`src/sv/apyd_pkg.sv`:
```
// ----------------------------------------------------------------------------
// apyd_pkg
// Shared types, constants and saturation helpers for the attitude PID and
// yaw damper block.
// ----------------------------------------------------------------------------
package apyd_pkg;

  localparam int unsigned DATA_W  = 16;
  localparam int unsigned ERR_W   = 17;
  localparam int unsigned INTEG_W = 32;
  localparam int unsigned MUL_A_W = 33;
  localparam int unsigned MUL_B_W = 18;
  localparam int unsigned PROD_W  = MUL_A_W + MUL_B_W;
  localparam int unsigned ACC_W   = 50;
  localparam int unsigned IDX_W   = 3;

  // Register indexes on the configuration port
  localparam logic [IDX_W-1:0] REG_ROLL_KP   = 3'd0;
  localparam logic [IDX_W-1:0] REG_ROLL_KI   = 3'd1;
  localparam logic [IDX_W-1:0] REG_ROLL_KD   = 3'd2;
  localparam logic [IDX_W-1:0] REG_PITCH_KP  = 3'd3;
  localparam logic [IDX_W-1:0] REG_PITCH_KI  = 3'd4;
  localparam logic [IDX_W-1:0] REG_PITCH_KD  = 3'd5;
  localparam logic [IDX_W-1:0] REG_STEP_TIME = 3'd6;

  // Register reset values
  localparam logic [DATA_W-1:0] KP_RST   = 16'd4096;
  localparam logic [DATA_W-1:0] KI_RST   = 16'd0;
  localparam logic [DATA_W-1:0] KD_RST   = 16'd0;
  localparam logic [DATA_W-1:0] STEP_RST = 16'd1311;

  // Yaw high-pass coefficients, Q0.16
  localparam logic signed [MUL_B_W-1:0] YAW_B = 18'sd4260;
  localparam logic signed [MUL_B_W-1:0] YAW_A = 18'sd62967;

  // Round-half-up offsets preloaded into the accumulator
  localparam logic signed [ACC_W-1:0] ROUND_PID = ACC_W'(64'sd524288);
  localparam logic signed [ACC_W-1:0] ROUND_YAW = ACC_W'(64'sd32768);

  typedef enum logic [3:0] {
    OP_RINC,
    OP_PINC,
    OP_RKP,
    OP_RKI,
    OP_RKD,
    OP_PKP,
    OP_PKI,
    OP_PKD,
    OP_YB,
    OP_YA
  } op_e;

  typedef enum logic {
    ST_IDLE,
    ST_RUN
  } state_e;

  typedef struct packed {
    logic valid;
    op_e  op;
  } issue_t;

  function automatic logic signed [DATA_W-1:0] sat16(input logic signed [33:0] v);
    logic signed [DATA_W-1:0] r;
    if (v[33:15] == {19{v[33]}}) begin
      r = v[15:0];
    end else if (v[33]) begin
      r = 16'sh8000;
    end else begin
      r = 16'sh7fff;
    end
    return r;
  endfunction

  function automatic logic signed [INTEG_W-1:0] sat32(input logic signed [INTEG_W:0] v);
    logic signed [INTEG_W-1:0] r;
    if (v[INTEG_W] == v[INTEG_W-1]) begin
      r = v[INTEG_W-1:0];
    end else if (v[INTEG_W]) begin
      r = {1'b1, {(INTEG_W-1){1'b0}}};
    end else begin
      r = {1'b0, {(INTEG_W-1){1'b1}}};
    end
    return r;
  endfunction

endpackage

```
`src/sv/apyd_seq.sv`:
```
// ----------------------------------------------------------------------------
// apyd_seq
// Sequencer: takes one item, then issues the ten multiply steps in order,
// holding the last one while the previous result is still unread.
// ----------------------------------------------------------------------------
module apyd_seq (
  input  logic              clk_i,
  input  logic              rst_ni,
  input  logic              in_valid_i,
  output logic              in_ready_o,
  input  logic              out_busy_i,
  output apyd_pkg::issue_t  issue_o
);

  apyd_pkg::state_e state_q, state_d;
  apyd_pkg::op_e    op_q, op_d;

  always_ff @(posedge clk_i or negedge rst_ni) begin
    if (!rst_ni) begin
      state_q <= apyd_pkg::ST_IDLE;
      op_q    <= apyd_pkg::OP_RINC;
    end else begin
      state_q <= state_d;
      op_q    <= op_d;
    end
  end

  always_comb begin
    state_d       = state_q;
    op_d          = op_q;
    in_ready_o    = 1'b0;
    issue_o.valid = 1'b0;
    issue_o.op    = op_q;
    unique case (state_q)
      apyd_pkg::ST_IDLE: begin
        in_ready_o = 1'b1;
        if (in_valid_i) begin
          state_d = apyd_pkg::ST_RUN;
          op_d    = apyd_pkg::OP_RINC;
        end
      end
      apyd_pkg::ST_RUN: begin
        // final step writes the output register, so wait for it to drain
        issue_o.valid = !(op_q == apyd_pkg::OP_YA && out_busy_i);
        if (issue_o.valid) begin
          if (op_q == apyd_pkg::OP_YA) begin
            state_d = apyd_pkg::ST_IDLE;
          end else begin
            op_d = apyd_pkg::op_e'(op_q + 4'd1);
          end
        end
      end
      default: begin
        state_d = apyd_pkg::ST_IDLE;
      end
    endcase
  end

endmodule

```
`src/sv/apyd_mul.sv`:
```
// ----------------------------------------------------------------------------
// apyd_mul
// Shared signed multiplier with a registered product and step tag.
// ----------------------------------------------------------------------------
module apyd_mul (
  input  logic                                      clk_i,
  input  logic                                      rst_ni,
  input  apyd_pkg::issue_t                          issue_i,
  input  logic signed [apyd_pkg::MUL_A_W-1:0]       a_i,
  input  logic signed [apyd_pkg::MUL_B_W-1:0]       b_i,
  output apyd_pkg::issue_t                          res_o,
  output logic signed [apyd_pkg::PROD_W-1:0]        prod_o
);

  apyd_pkg::issue_t                         res_q;
  logic signed [apyd_pkg::PROD_W-1:0]       prod_q;
  logic signed [apyd_pkg::PROD_W-1:0]       prod_d;

  assign prod_d = a_i * b_i;

  always_ff @(posedge clk_i or negedge rst_ni) begin
    if (!rst_ni) begin
      res_q.valid <= 1'b0;
      res_q.op    <= apyd_pkg::OP_RINC;
    end else begin
      res_q <= issue_i;
    end
  end

  always_ff @(posedge clk_i) begin
    if (issue_i.valid) begin
      prod_q <= prod_d;
    end
  end

  assign res_o  = res_q;
  assign prod_o = prod_q;

endmodule

```
`src/sv/attitude_pid_yaw_damper.sv`:
```
// ----------------------------------------------------------------------------
// attitude_pid_yaw_damper
// Roll and pitch PID angle loops with integrators, plus a first-order
// high-pass yaw damper, on one shared multiplier.
// ----------------------------------------------------------------------------
// Usage:
//   Input channel (in_valid_i / in_ready_o) carries one tick: angle commands,
//   measured angles and body rates, all signed Q4.12. Output channel
//   (out_valid_o / out_ready_i) returns the roll, pitch and yaw rate commands.
//   The user must write gains and step time on cfg_we_i / cfg_idx_i / cfg_data_i
//   only while the block is idle; the block does not enforce this. An index
//   beyond six is ignored. Each item runs ten multiply steps through one 33x18
//   multiplier, one step a cycle unless the last step waits on a stalled
//   output, with a registered product ahead of the accumulator. A new item
//   is accepted only after the last step of the current one has issued;
//   in_ready_o is high only between items.
//   If the receiver stalls, the finished item is held in the output register;
//   the next item proceeds up to its last step and waits there until the
//   held item is taken.
//   Reset restores the default gains and step time and clears the
//   integrators and the yaw filter history. No clearing pass is needed.
// ----------------------------------------------------------------------------
module attitude_pid_yaw_damper (
  input  logic                                   clk_i,
  input  logic                                   rst_ni,
  input  logic                                   cfg_we_i,
  input  logic [apyd_pkg::IDX_W-1:0]             cfg_idx_i,
  input  logic [apyd_pkg::DATA_W-1:0]            cfg_data_i,
  input  logic                                   in_valid_i,
  output logic                                   in_ready_o,
  input  logic signed [apyd_pkg::DATA_W-1:0]     roll_cmd_i,
  input  logic signed [apyd_pkg::DATA_W-1:0]     pitch_cmd_i,
  input  logic signed [apyd_pkg::DATA_W-1:0]     roll_angle_i,
  input  logic signed [apyd_pkg::DATA_W-1:0]     pitch_angle_i,
  input  logic signed [apyd_pkg::DATA_W-1:0]     roll_rate_i,
  input  logic signed [apyd_pkg::DATA_W-1:0]     pitch_rate_i,
  input  logic signed [apyd_pkg::DATA_W-1:0]     yaw_rate_i,
  output logic                                   out_valid_o,
  input  logic                                   out_ready_i,
  output logic signed [apyd_pkg::DATA_W-1:0]     roll_rate_cmd_o,
  output logic signed [apyd_pkg::DATA_W-1:0]     pitch_rate_cmd_o,
  output logic signed [apyd_pkg::DATA_W-1:0]     yaw_rate_cmd_o
);

  localparam int unsigned DW = apyd_pkg::DATA_W;
  localparam int unsigned EW = apyd_pkg::ERR_W;
  localparam int unsigned IW = apyd_pkg::INTEG_W;
  localparam int unsigned AW = apyd_pkg::MUL_A_W;
  localparam int unsigned BW = apyd_pkg::MUL_B_W;
  localparam int unsigned PW = apyd_pkg::PROD_W;
  localparam int unsigned CW = apyd_pkg::ACC_W;

  // configuration
  logic signed [DW-1:0] roll_kp_q, roll_ki_q, roll_kd_q;
  logic signed [DW-1:0] pitch_kp_q, pitch_ki_q, pitch_kd_q;
  logic        [DW-1:0] step_time_q;

  // filter and integrator state
  logic signed [IW-1:0] roll_integ_q, roll_integ_d;
  logic signed [IW-1:0] pitch_integ_q, pitch_integ_d;
  logic signed [DW-1:0] yaw_rate_prev_q, yaw_rate_prev_d;
  logic signed [DW-1:0] yaw_out_prev_q, yaw_out_prev_d;

  // captured item
  logic signed [EW-1:0] roll_err_q, pitch_err_q;
  logic signed [DW-1:0] roll_rate_q, pitch_rate_q, yaw_rate_q;

  // datapath
  logic signed [CW-1:0] acc_q, acc_d;
  logic signed [DW-1:0] roll_res_q, roll_res_d;
  logic signed [DW-1:0] pitch_res_q, pitch_res_d;
  logic signed [DW-1:0] roll_out_q, pitch_out_q, yaw_out_q;
  logic signed [DW-1:0] yaw_sat;
  logic                 out_valid_q, out_valid_d;
  logic                 out_load;

  logic                 in_accept;
  apyd_pkg::issue_t     issue;
  apyd_pkg::issue_t     res;
  logic signed [AW-1:0] mul_a;
  logic signed [BW-1:0] mul_b;
  logic signed [PW-1:0] prod;
  logic signed [EW-1:0] yaw_diff;
  logic signed [CW-1:0] prod_acc;
  logic signed [CW-1:0] prod_sh8;
  logic signed [IW:0]   integ_src;
  logic signed [IW:0]   integ_sum;

  assign in_accept = in_valid_i && in_ready_o;

  apyd_seq u_seq (
    .clk_i      (clk_i),
    .rst_ni     (rst_ni),
    .in_valid_i (in_valid_i),
    .in_ready_o (in_ready_o),
    .out_busy_i (out_valid_q && !out_ready_i),
    .issue_o    (issue)
  );

  // operand select
  assign yaw_diff = EW'(yaw_rate_q) - EW'(yaw_rate_prev_q);

  always_comb begin
    mul_a = '0;
    mul_b = '0;
    unique case (issue.op)
      apyd_pkg::OP_RINC: begin
        mul_a = AW'(roll_err_q);
        mul_b = BW'({2'b00, step_time_q});
      end
      apyd_pkg::OP_PINC: begin
        mul_a = AW'(pitch_err_q);
        mul_b = BW'({2'b00, step_time_q});
      end
      apyd_pkg::OP_RKP: begin
        mul_a = AW'(roll_err_q);
        mul_b = BW'(roll_kp_q);
      end
      apyd_pkg::OP_RKI: begin
        mul_a = AW'(roll_integ_q);
        mul_b = BW'(roll_ki_q);
      end
      apyd_pkg::OP_RKD: begin
        mul_a = AW'(roll_rate_q);
        mul_b = BW'(roll_kd_q);
      end
      apyd_pkg::OP_PKP: begin
        mul_a = AW'(pitch_err_q);
        mul_b = BW'(pitch_kp_q);
      end
      apyd_pkg::OP_PKI: begin
        mul_a = AW'(pitch_integ_q);
        mul_b = BW'(pitch_ki_q);
      end
      apyd_pkg::OP_PKD: begin
        mul_a = AW'(pitch_rate_q);
        mul_b = BW'(pitch_kd_q);
      end
      apyd_pkg::OP_YB: begin
        mul_a = AW'(yaw_diff);
        mul_b = apyd_pkg::YAW_B;
      end
      apyd_pkg::OP_YA: begin
        mul_a = AW'(yaw_out_prev_q);
        mul_b = apyd_pkg::YAW_A;
      end
      default: begin
        mul_a = '0;
        mul_b = '0;
      end
    endcase
  end

  apyd_mul u_mul (
    .clk_i   (clk_i),
    .rst_ni  (rst_ni),
    .issue_i (issue),
    .a_i     (mul_a),
    .b_i     (mul_b),
    .res_o   (res),
    .prod_o  (prod)
  );

  // accumulate / commit stage
  assign prod_acc = prod[CW-1:0];
  assign prod_sh8 = {prod[CW-9:0], 8'b0};

  // integrator step: floor((p + 128) / 256) is p >>> 8 plus bit 7 as carry in
  assign integ_src = (res.op == apyd_pkg::OP_PINC) ? (IW+1)'(pitch_integ_q)
                                                   : (IW+1)'(roll_integ_q);
  assign integ_sum = integ_src + prod[IW+8:8] + (IW+1)'(prod[7]);

  always_comb begin
    acc_d           = acc_q;
    roll_integ_d    = roll_integ_q;
    pitch_integ_d   = pitch_integ_q;
    roll_res_d      = roll_res_q;
    pitch_res_d     = pitch_res_q;
    yaw_rate_prev_d = yaw_rate_prev_q;
    yaw_out_prev_d  = yaw_out_prev_q;
    out_load        = 1'b0;
    yaw_sat         = apyd_pkg::sat16(acc_d[CW-1:16]);
    if (res.valid) begin
      unique case (res.op)
        apyd_pkg::OP_RINC: roll_integ_d  = apyd_pkg::sat32(integ_sum);
        apyd_pkg::OP_PINC: pitch_integ_d = apyd_pkg::sat32(integ_sum);
        apyd_pkg::OP_RKP, apyd_pkg::OP_PKP: begin
          acc_d = apyd_pkg::ROUND_PID + prod_sh8;
        end
        apyd_pkg::OP_RKI, apyd_pkg::OP_PKI: begin
          acc_d = acc_q + prod_acc;
        end
        apyd_pkg::OP_RKD: begin
          acc_d      = acc_q - prod_sh8;
          roll_res_d = apyd_pkg::sat16(34'($signed(acc_d[CW-1:20])));
        end
        apyd_pkg::OP_PKD: begin
          acc_d       = acc_q - prod_sh8;
          pitch_res_d = apyd_pkg::sat16(34'($signed(acc_d[CW-1:20])));
        end
        apyd_pkg::OP_YB: begin
          acc_d = apyd_pkg::ROUND_YAW + prod_acc;
        end
        apyd_pkg::OP_YA: begin
          acc_d           = acc_q + prod_acc;
          out_load        = 1'b1;
          yaw_rate_prev_d = yaw_rate_q;
        end
        default: begin
          acc_d = acc_q;
        end
      endcase
    end
    yaw_sat = apyd_pkg::sat16(acc_d[CW-1:16]);
    if (out_load) begin
      yaw_out_prev_d = yaw_sat;
    end
  end

  always_comb begin
    out_valid_d = out_valid_q;
    if (out_load) begin
      out_valid_d = 1'b1;
    end else if (out_ready_i) begin
      out_valid_d = 1'b0;
    end
  end

  always_ff @(posedge clk_i or negedge rst_ni) begin
    if (!rst_ni) begin
      roll_kp_q       <= apyd_pkg::KP_RST;
      roll_ki_q       <= apyd_pkg::KI_RST;
      roll_kd_q       <= apyd_pkg::KD_RST;
      pitch_kp_q      <= apyd_pkg::KP_RST;
      pitch_ki_q      <= apyd_pkg::KI_RST;
      pitch_kd_q      <= apyd_pkg::KD_RST;
      step_time_q     <= apyd_pkg::STEP_RST;
      roll_integ_q    <= '0;
      pitch_integ_q   <= '0;
      yaw_rate_prev_q <= '0;
      yaw_out_prev_q  <= '0;
      out_valid_q     <= 1'b0;
    end else begin
      if (cfg_we_i) begin
        unique case (cfg_idx_i)
          apyd_pkg::REG_ROLL_KP:   roll_kp_q   <= cfg_data_i;
          apyd_pkg::REG_ROLL_KI:   roll_ki_q   <= cfg_data_i;
          apyd_pkg::REG_ROLL_KD:   roll_kd_q   <= cfg_data_i;
          apyd_pkg::REG_PITCH_KP:  pitch_kp_q  <= cfg_data_i;
          apyd_pkg::REG_PITCH_KI:  pitch_ki_q  <= cfg_data_i;
          apyd_pkg::REG_PITCH_KD:  pitch_kd_q  <= cfg_data_i;
          apyd_pkg::REG_STEP_TIME: step_time_q <= cfg_data_i;
          default: ;
        endcase
      end
      roll_integ_q    <= roll_integ_d;
      pitch_integ_q   <= pitch_integ_d;
      yaw_rate_prev_q <= yaw_rate_prev_d;
      yaw_out_prev_q  <= yaw_out_prev_d;
      out_valid_q     <= out_valid_d;
    end
  end

  always_ff @(posedge clk_i) begin
    if (in_accept) begin
      roll_err_q   <= EW'(roll_cmd_i) - EW'(roll_angle_i);
      pitch_err_q  <= EW'(pitch_cmd_i) - EW'(pitch_angle_i);
      roll_rate_q  <= roll_rate_i;
      pitch_rate_q <= pitch_rate_i;
      yaw_rate_q   <= yaw_rate_i;
    end
    acc_q       <= acc_d;
    roll_res_q  <= roll_res_d;
    pitch_res_q <= pitch_res_d;
    if (out_load) begin
      roll_out_q  <= roll_res_q;
      pitch_out_q <= pitch_res_q;
      yaw_out_q   <= yaw_sat;
    end
  end

  assign out_valid_o      = out_valid_q;
  assign roll_rate_cmd_o  = roll_out_q;
  assign pitch_rate_cmd_o = pitch_out_q;
  assign yaw_rate_cmd_o   = yaw_out_q;

endmodule
```
`config.mk`:
```
export PLATFORM = sky130hd
export DESIGN_NAME = attitude_pid_yaw_damper
export DESIGN_NICKNAME = d
export VERILOG_FILES = /design/src/sv/apyd_pkg.sv /design/src/sv/apyd_seq.sv /design/src/sv/apyd_mul.sv /design/src/sv/attitude_pid_yaw_damper.sv
export SDC_FILE = /design/constraint.sdc
export NUM_CORES = 2
export LEC_CHECK = 0
export BUFFER_PORTS_ARGS = -buffer_cell sky130_fd_sc_hd__buf_2
export CAP_MARGIN = 20
export CORE_MARGIN = 2
export CORE_UTILIZATION = 56
export DETAILED_ROUTE_END_ITERATION = 16
export HOLD_SLACK_MARGIN = 0.15
export PLACE_DENSITY = 0.73
export RECOVER_POWER = 25
export SLEW_MARGIN = 10
export SYNTH_ARGS = -nofsm -noshare
export SYNTH_HDL_FRONTEND = slang
export SYNTH_SLANG_ARGS = --single-unit
```
`constraint.sdc`:
```
create_clock -name clk_i -period 11.04 [get_ports clk_i]
set_input_delay 1.656 -clock clk_i [delete_from_list [all_inputs] [get_ports clk_i]]
set_output_delay 1.656 -clock clk_i [all_outputs]
set_load 0.05 [all_outputs]
```
==> impl_metrics.yaml <==
critical_path:
  cp_slowest_cell: "fa_1"
  worstSetupPathType: "flip-flop to flip-flop"
  cp_common_cell: "o21ai_0"
  crit_arrival_ps: 10700
  reg2reg_setup_slack_ps: 640
  end_kind: "flip-flop"
  rr_startpoint: "yaw_rate_prev_q[0]"
  r2r-end: "u_mul.prod_o[49]"
  slowest_delay_ps: 550
  reg2regPathDepth: 40
  path_max_fanout: 10
  critPathLaunchType: "flip-flop"
  cp.required_ps: 11340
drt:
  route.detailed.drc: 0
  ant_nets: 0
  drt_iter0_drc: 4398
  routed_wl_um: 156000
  drt-pass1-iter-count: 6
  vias: 41300
  vias_per_cell: 6.12
  wl_per_cell_um: 23.1
final_layout:
  multi_input_area_um2: 33200
  nNetsFinal: 6523
  layout_commonest_cell: "inv_1"
  mostFrequentLayoutCells: "inv_1 (829), fa_1 (561), nand2_1 (553)"
  areaGrowthSynthToFinish_pct: 8.17
  seq_area_um2: 13000
  design_area_um2: 54300
  instances_no_fill: 6741
  drive_gt1_share_pct: 11.0
  nFillCells: 7586
synthesis:
  synth_mux_area_share_pct: 3.59
  ys_async_sr_fraction_pct: 45.5
  yosys_warnings: 0
  synthXorXnorAreaFrac_pct: 4.05
  synth_top_family_by_area: "adder cells"
  synth_compound_gate_area_share_pct: 14.3
  avgSynthCellArea_um2: 9.23
  synth-seq-cells: 481
  synthAdderAreaFrac_pct: 29.9
  mappedNetlistNets: 6433
  synth_area_um2: 50200
  synth-main-ff-cell: "edfxtp_1"
  synthCells: 5441
  seq_area_frac_synth_pct: 25.9
  synth_cell_type_count: 101
  yosys.area_share.simple_pct: 14.1
  synth_edf_count: 228
cts:
  htreeDepth: 2
  clockBufferDepth: 3
  cts_tree: "yes"
  cts.sinks: 481
  insertion_delay_ps: 670
  cts_buffers: 52
  cts.reportedPaths.clkPinSlew_ps: 60
  cts-root-buf: "clkbuf_16"
global_routing:
  antenna_found_initial: 2
  grt.overflow.total: 0
  grt_pass1_wl_um: 242000
  grt_use_total_pct: 34.4
  grt.busiest_layer: "met2"
  use_met1_pct: 47.8
  grtUsageMet3_pct: 6.98
  met2_usage_pct: 54.0
  grt_pass1_vias: 41800
  grt_max_degree: 93
die:
  initial_core_util_pct: 56.7
  rows: 109
  core_um2: 88600
  pin_count: 186
  dieArea_um2: 92100
  fp.dieH_um: 303
  die_w_um: 303
hold_path:
  worstHoldStart: "pitch_res_q[3]"
  hold_path_class: "flip-flop to flip-flop"
  whs_path_depth: 0
  min_to: "pitch_rate_cmd_o[3]"
place:
  placed_area_um2: 52500
  globalplace.congestion: 1.01
  hpwl_um: 123000
  pre_cts_slack_ps: 404
  io_buffers: 185
  dpl.cell_count: 6641
sta:
  fin_ws_ps: 642
  drv_slew: 120
  post-route-period-util_pct: 94.2
  slew_headroom_pct: -217
  fmax_mhz: 96.2
  fin_tns_setup_ps: 0
  hold_violations: 0
  clock_skew_ps: 113
  worstMarginPinSlew_ps: 4750
  period_needed_ps: 10400
  setup_viol: 0
run:
  drv_cap: 2
status:
  violations: "max-capacitance violations, max-slew violations"
  status: "finished with violations"
## routing by layer
metal | wire length (um) | up-vias | share of wire, %
met5 | 0 | - | 0
met4 | 5960 | 0 | 3.8
met3 | 16100 | 328 | 10
met2 | 69700 | 1988 | 45
met1 | 64000 | 20500 | 41
li1 | - | 18400 | -
## worst max-delay path by stage
stage / from / endpoint / slack (ps)
after floorplan: yaw_rate_prev_q[0] / u_mul.prod_o[49] / 1290
after global placement: yaw_rate_prev_q[0] / u_mul.prod_o[49] / 650
after detailed placement: yaw_rate_prev_q[0] / u_mul.prod_o[49] / 400
after CTS: yaw_rate_prev_q[0] / u_mul.prod_o[49] / 280
after global routing: yaw_rate_q[0] / u_mul.prod_o[48] / -20
final: yaw_rate_prev_q[0] / u_mul.prod_o[49] / 640
## critical path, delay by kind of cell, from the launching register on
kind	cells	cell delay [ps]
XOR/XNOR	1	110
AND/OR/NAND/NOR	3	770
flip-flops	1	380
adder cells (fa/ha/maj)	9	3880
buffers and inverters	5	380
AO/OA/AOI/OAI	22	4490
## kinds of logic after synthesis
group	Yosys count
AO/OA/AOI/OAI	1054
XOR/XNOR	232
adder cells (fa/ha/maj)	863
buffers and inverters	1091
flip-flops	481
multiplexers	162
AND/OR/NAND/NOR	1558
## cell type report
cell class / instances / area share, %
multi-input cells: 3869 / 61.1
flip-flops and latches: 481 / 24.0
inverters: 830 / 5.74
repair buffers: 297 / 3.19
well taps: 1165 / 2.68
clock buffers: 65 / 2.60
clock inverters: 33 / 0.716
diodes: 1 / 0.00461
## per-stage QoR
step / util (%) / hold slack [ps]
2_1_floorplan: - / 400
3_3_place_gp: 59.2 / 400
3_5_place_dp: 59.3 / 405
4_1_cts: 61.3 / 419
5_1_grt: 61.3 / 428
6_report: 61.3 / 418
## flip-flops by register name, summed over array words and instances (netlist names), 17 cells and up
name,cells
pitch_integ_q,32
acc_q,50
roll_integ_q,32
u_mul.prod_o,50
roll_err_q,17
pitch_err_q,17
## cell usage after synthesis (34+ instances only)
library cell	instances	area, um2
o21a_1	47	353
nand2_1	553	2080
ha_1	295	3690
and2_1	52	325
nor2b_1	51	319
edfxtp_1	228	6850
a221o_1	37	370
inv_1	829	3110
a221oi_1	45	394
nor2_1	502	1880
a22oi_1	66	495
nor3_1	59	295
clkbuf_1	234	878
o21ai_0	201	1010
fa_1	561	11200
nand4_1	75	469
a21oi_1	256	1280
xor2_1	60	526
nand2b_1	45	282
nand3_1	83	415
a21o_1	99	743
mux2_2	145	1630
dfrtp_1	210	5260
dfxtp_1	34	681
xnor2_1	172	1510
## repair_timing
item                       CTS  global route
hold buffers                 0             0
resized for setup            0            13
buffers inserted             0             1
setup endpoints to repair    0            10
hold endpoints to repair     0             0
Power is not shown: default switching activity piles up to over one toggle a cycle in this logic, so the estimate is an artifact.
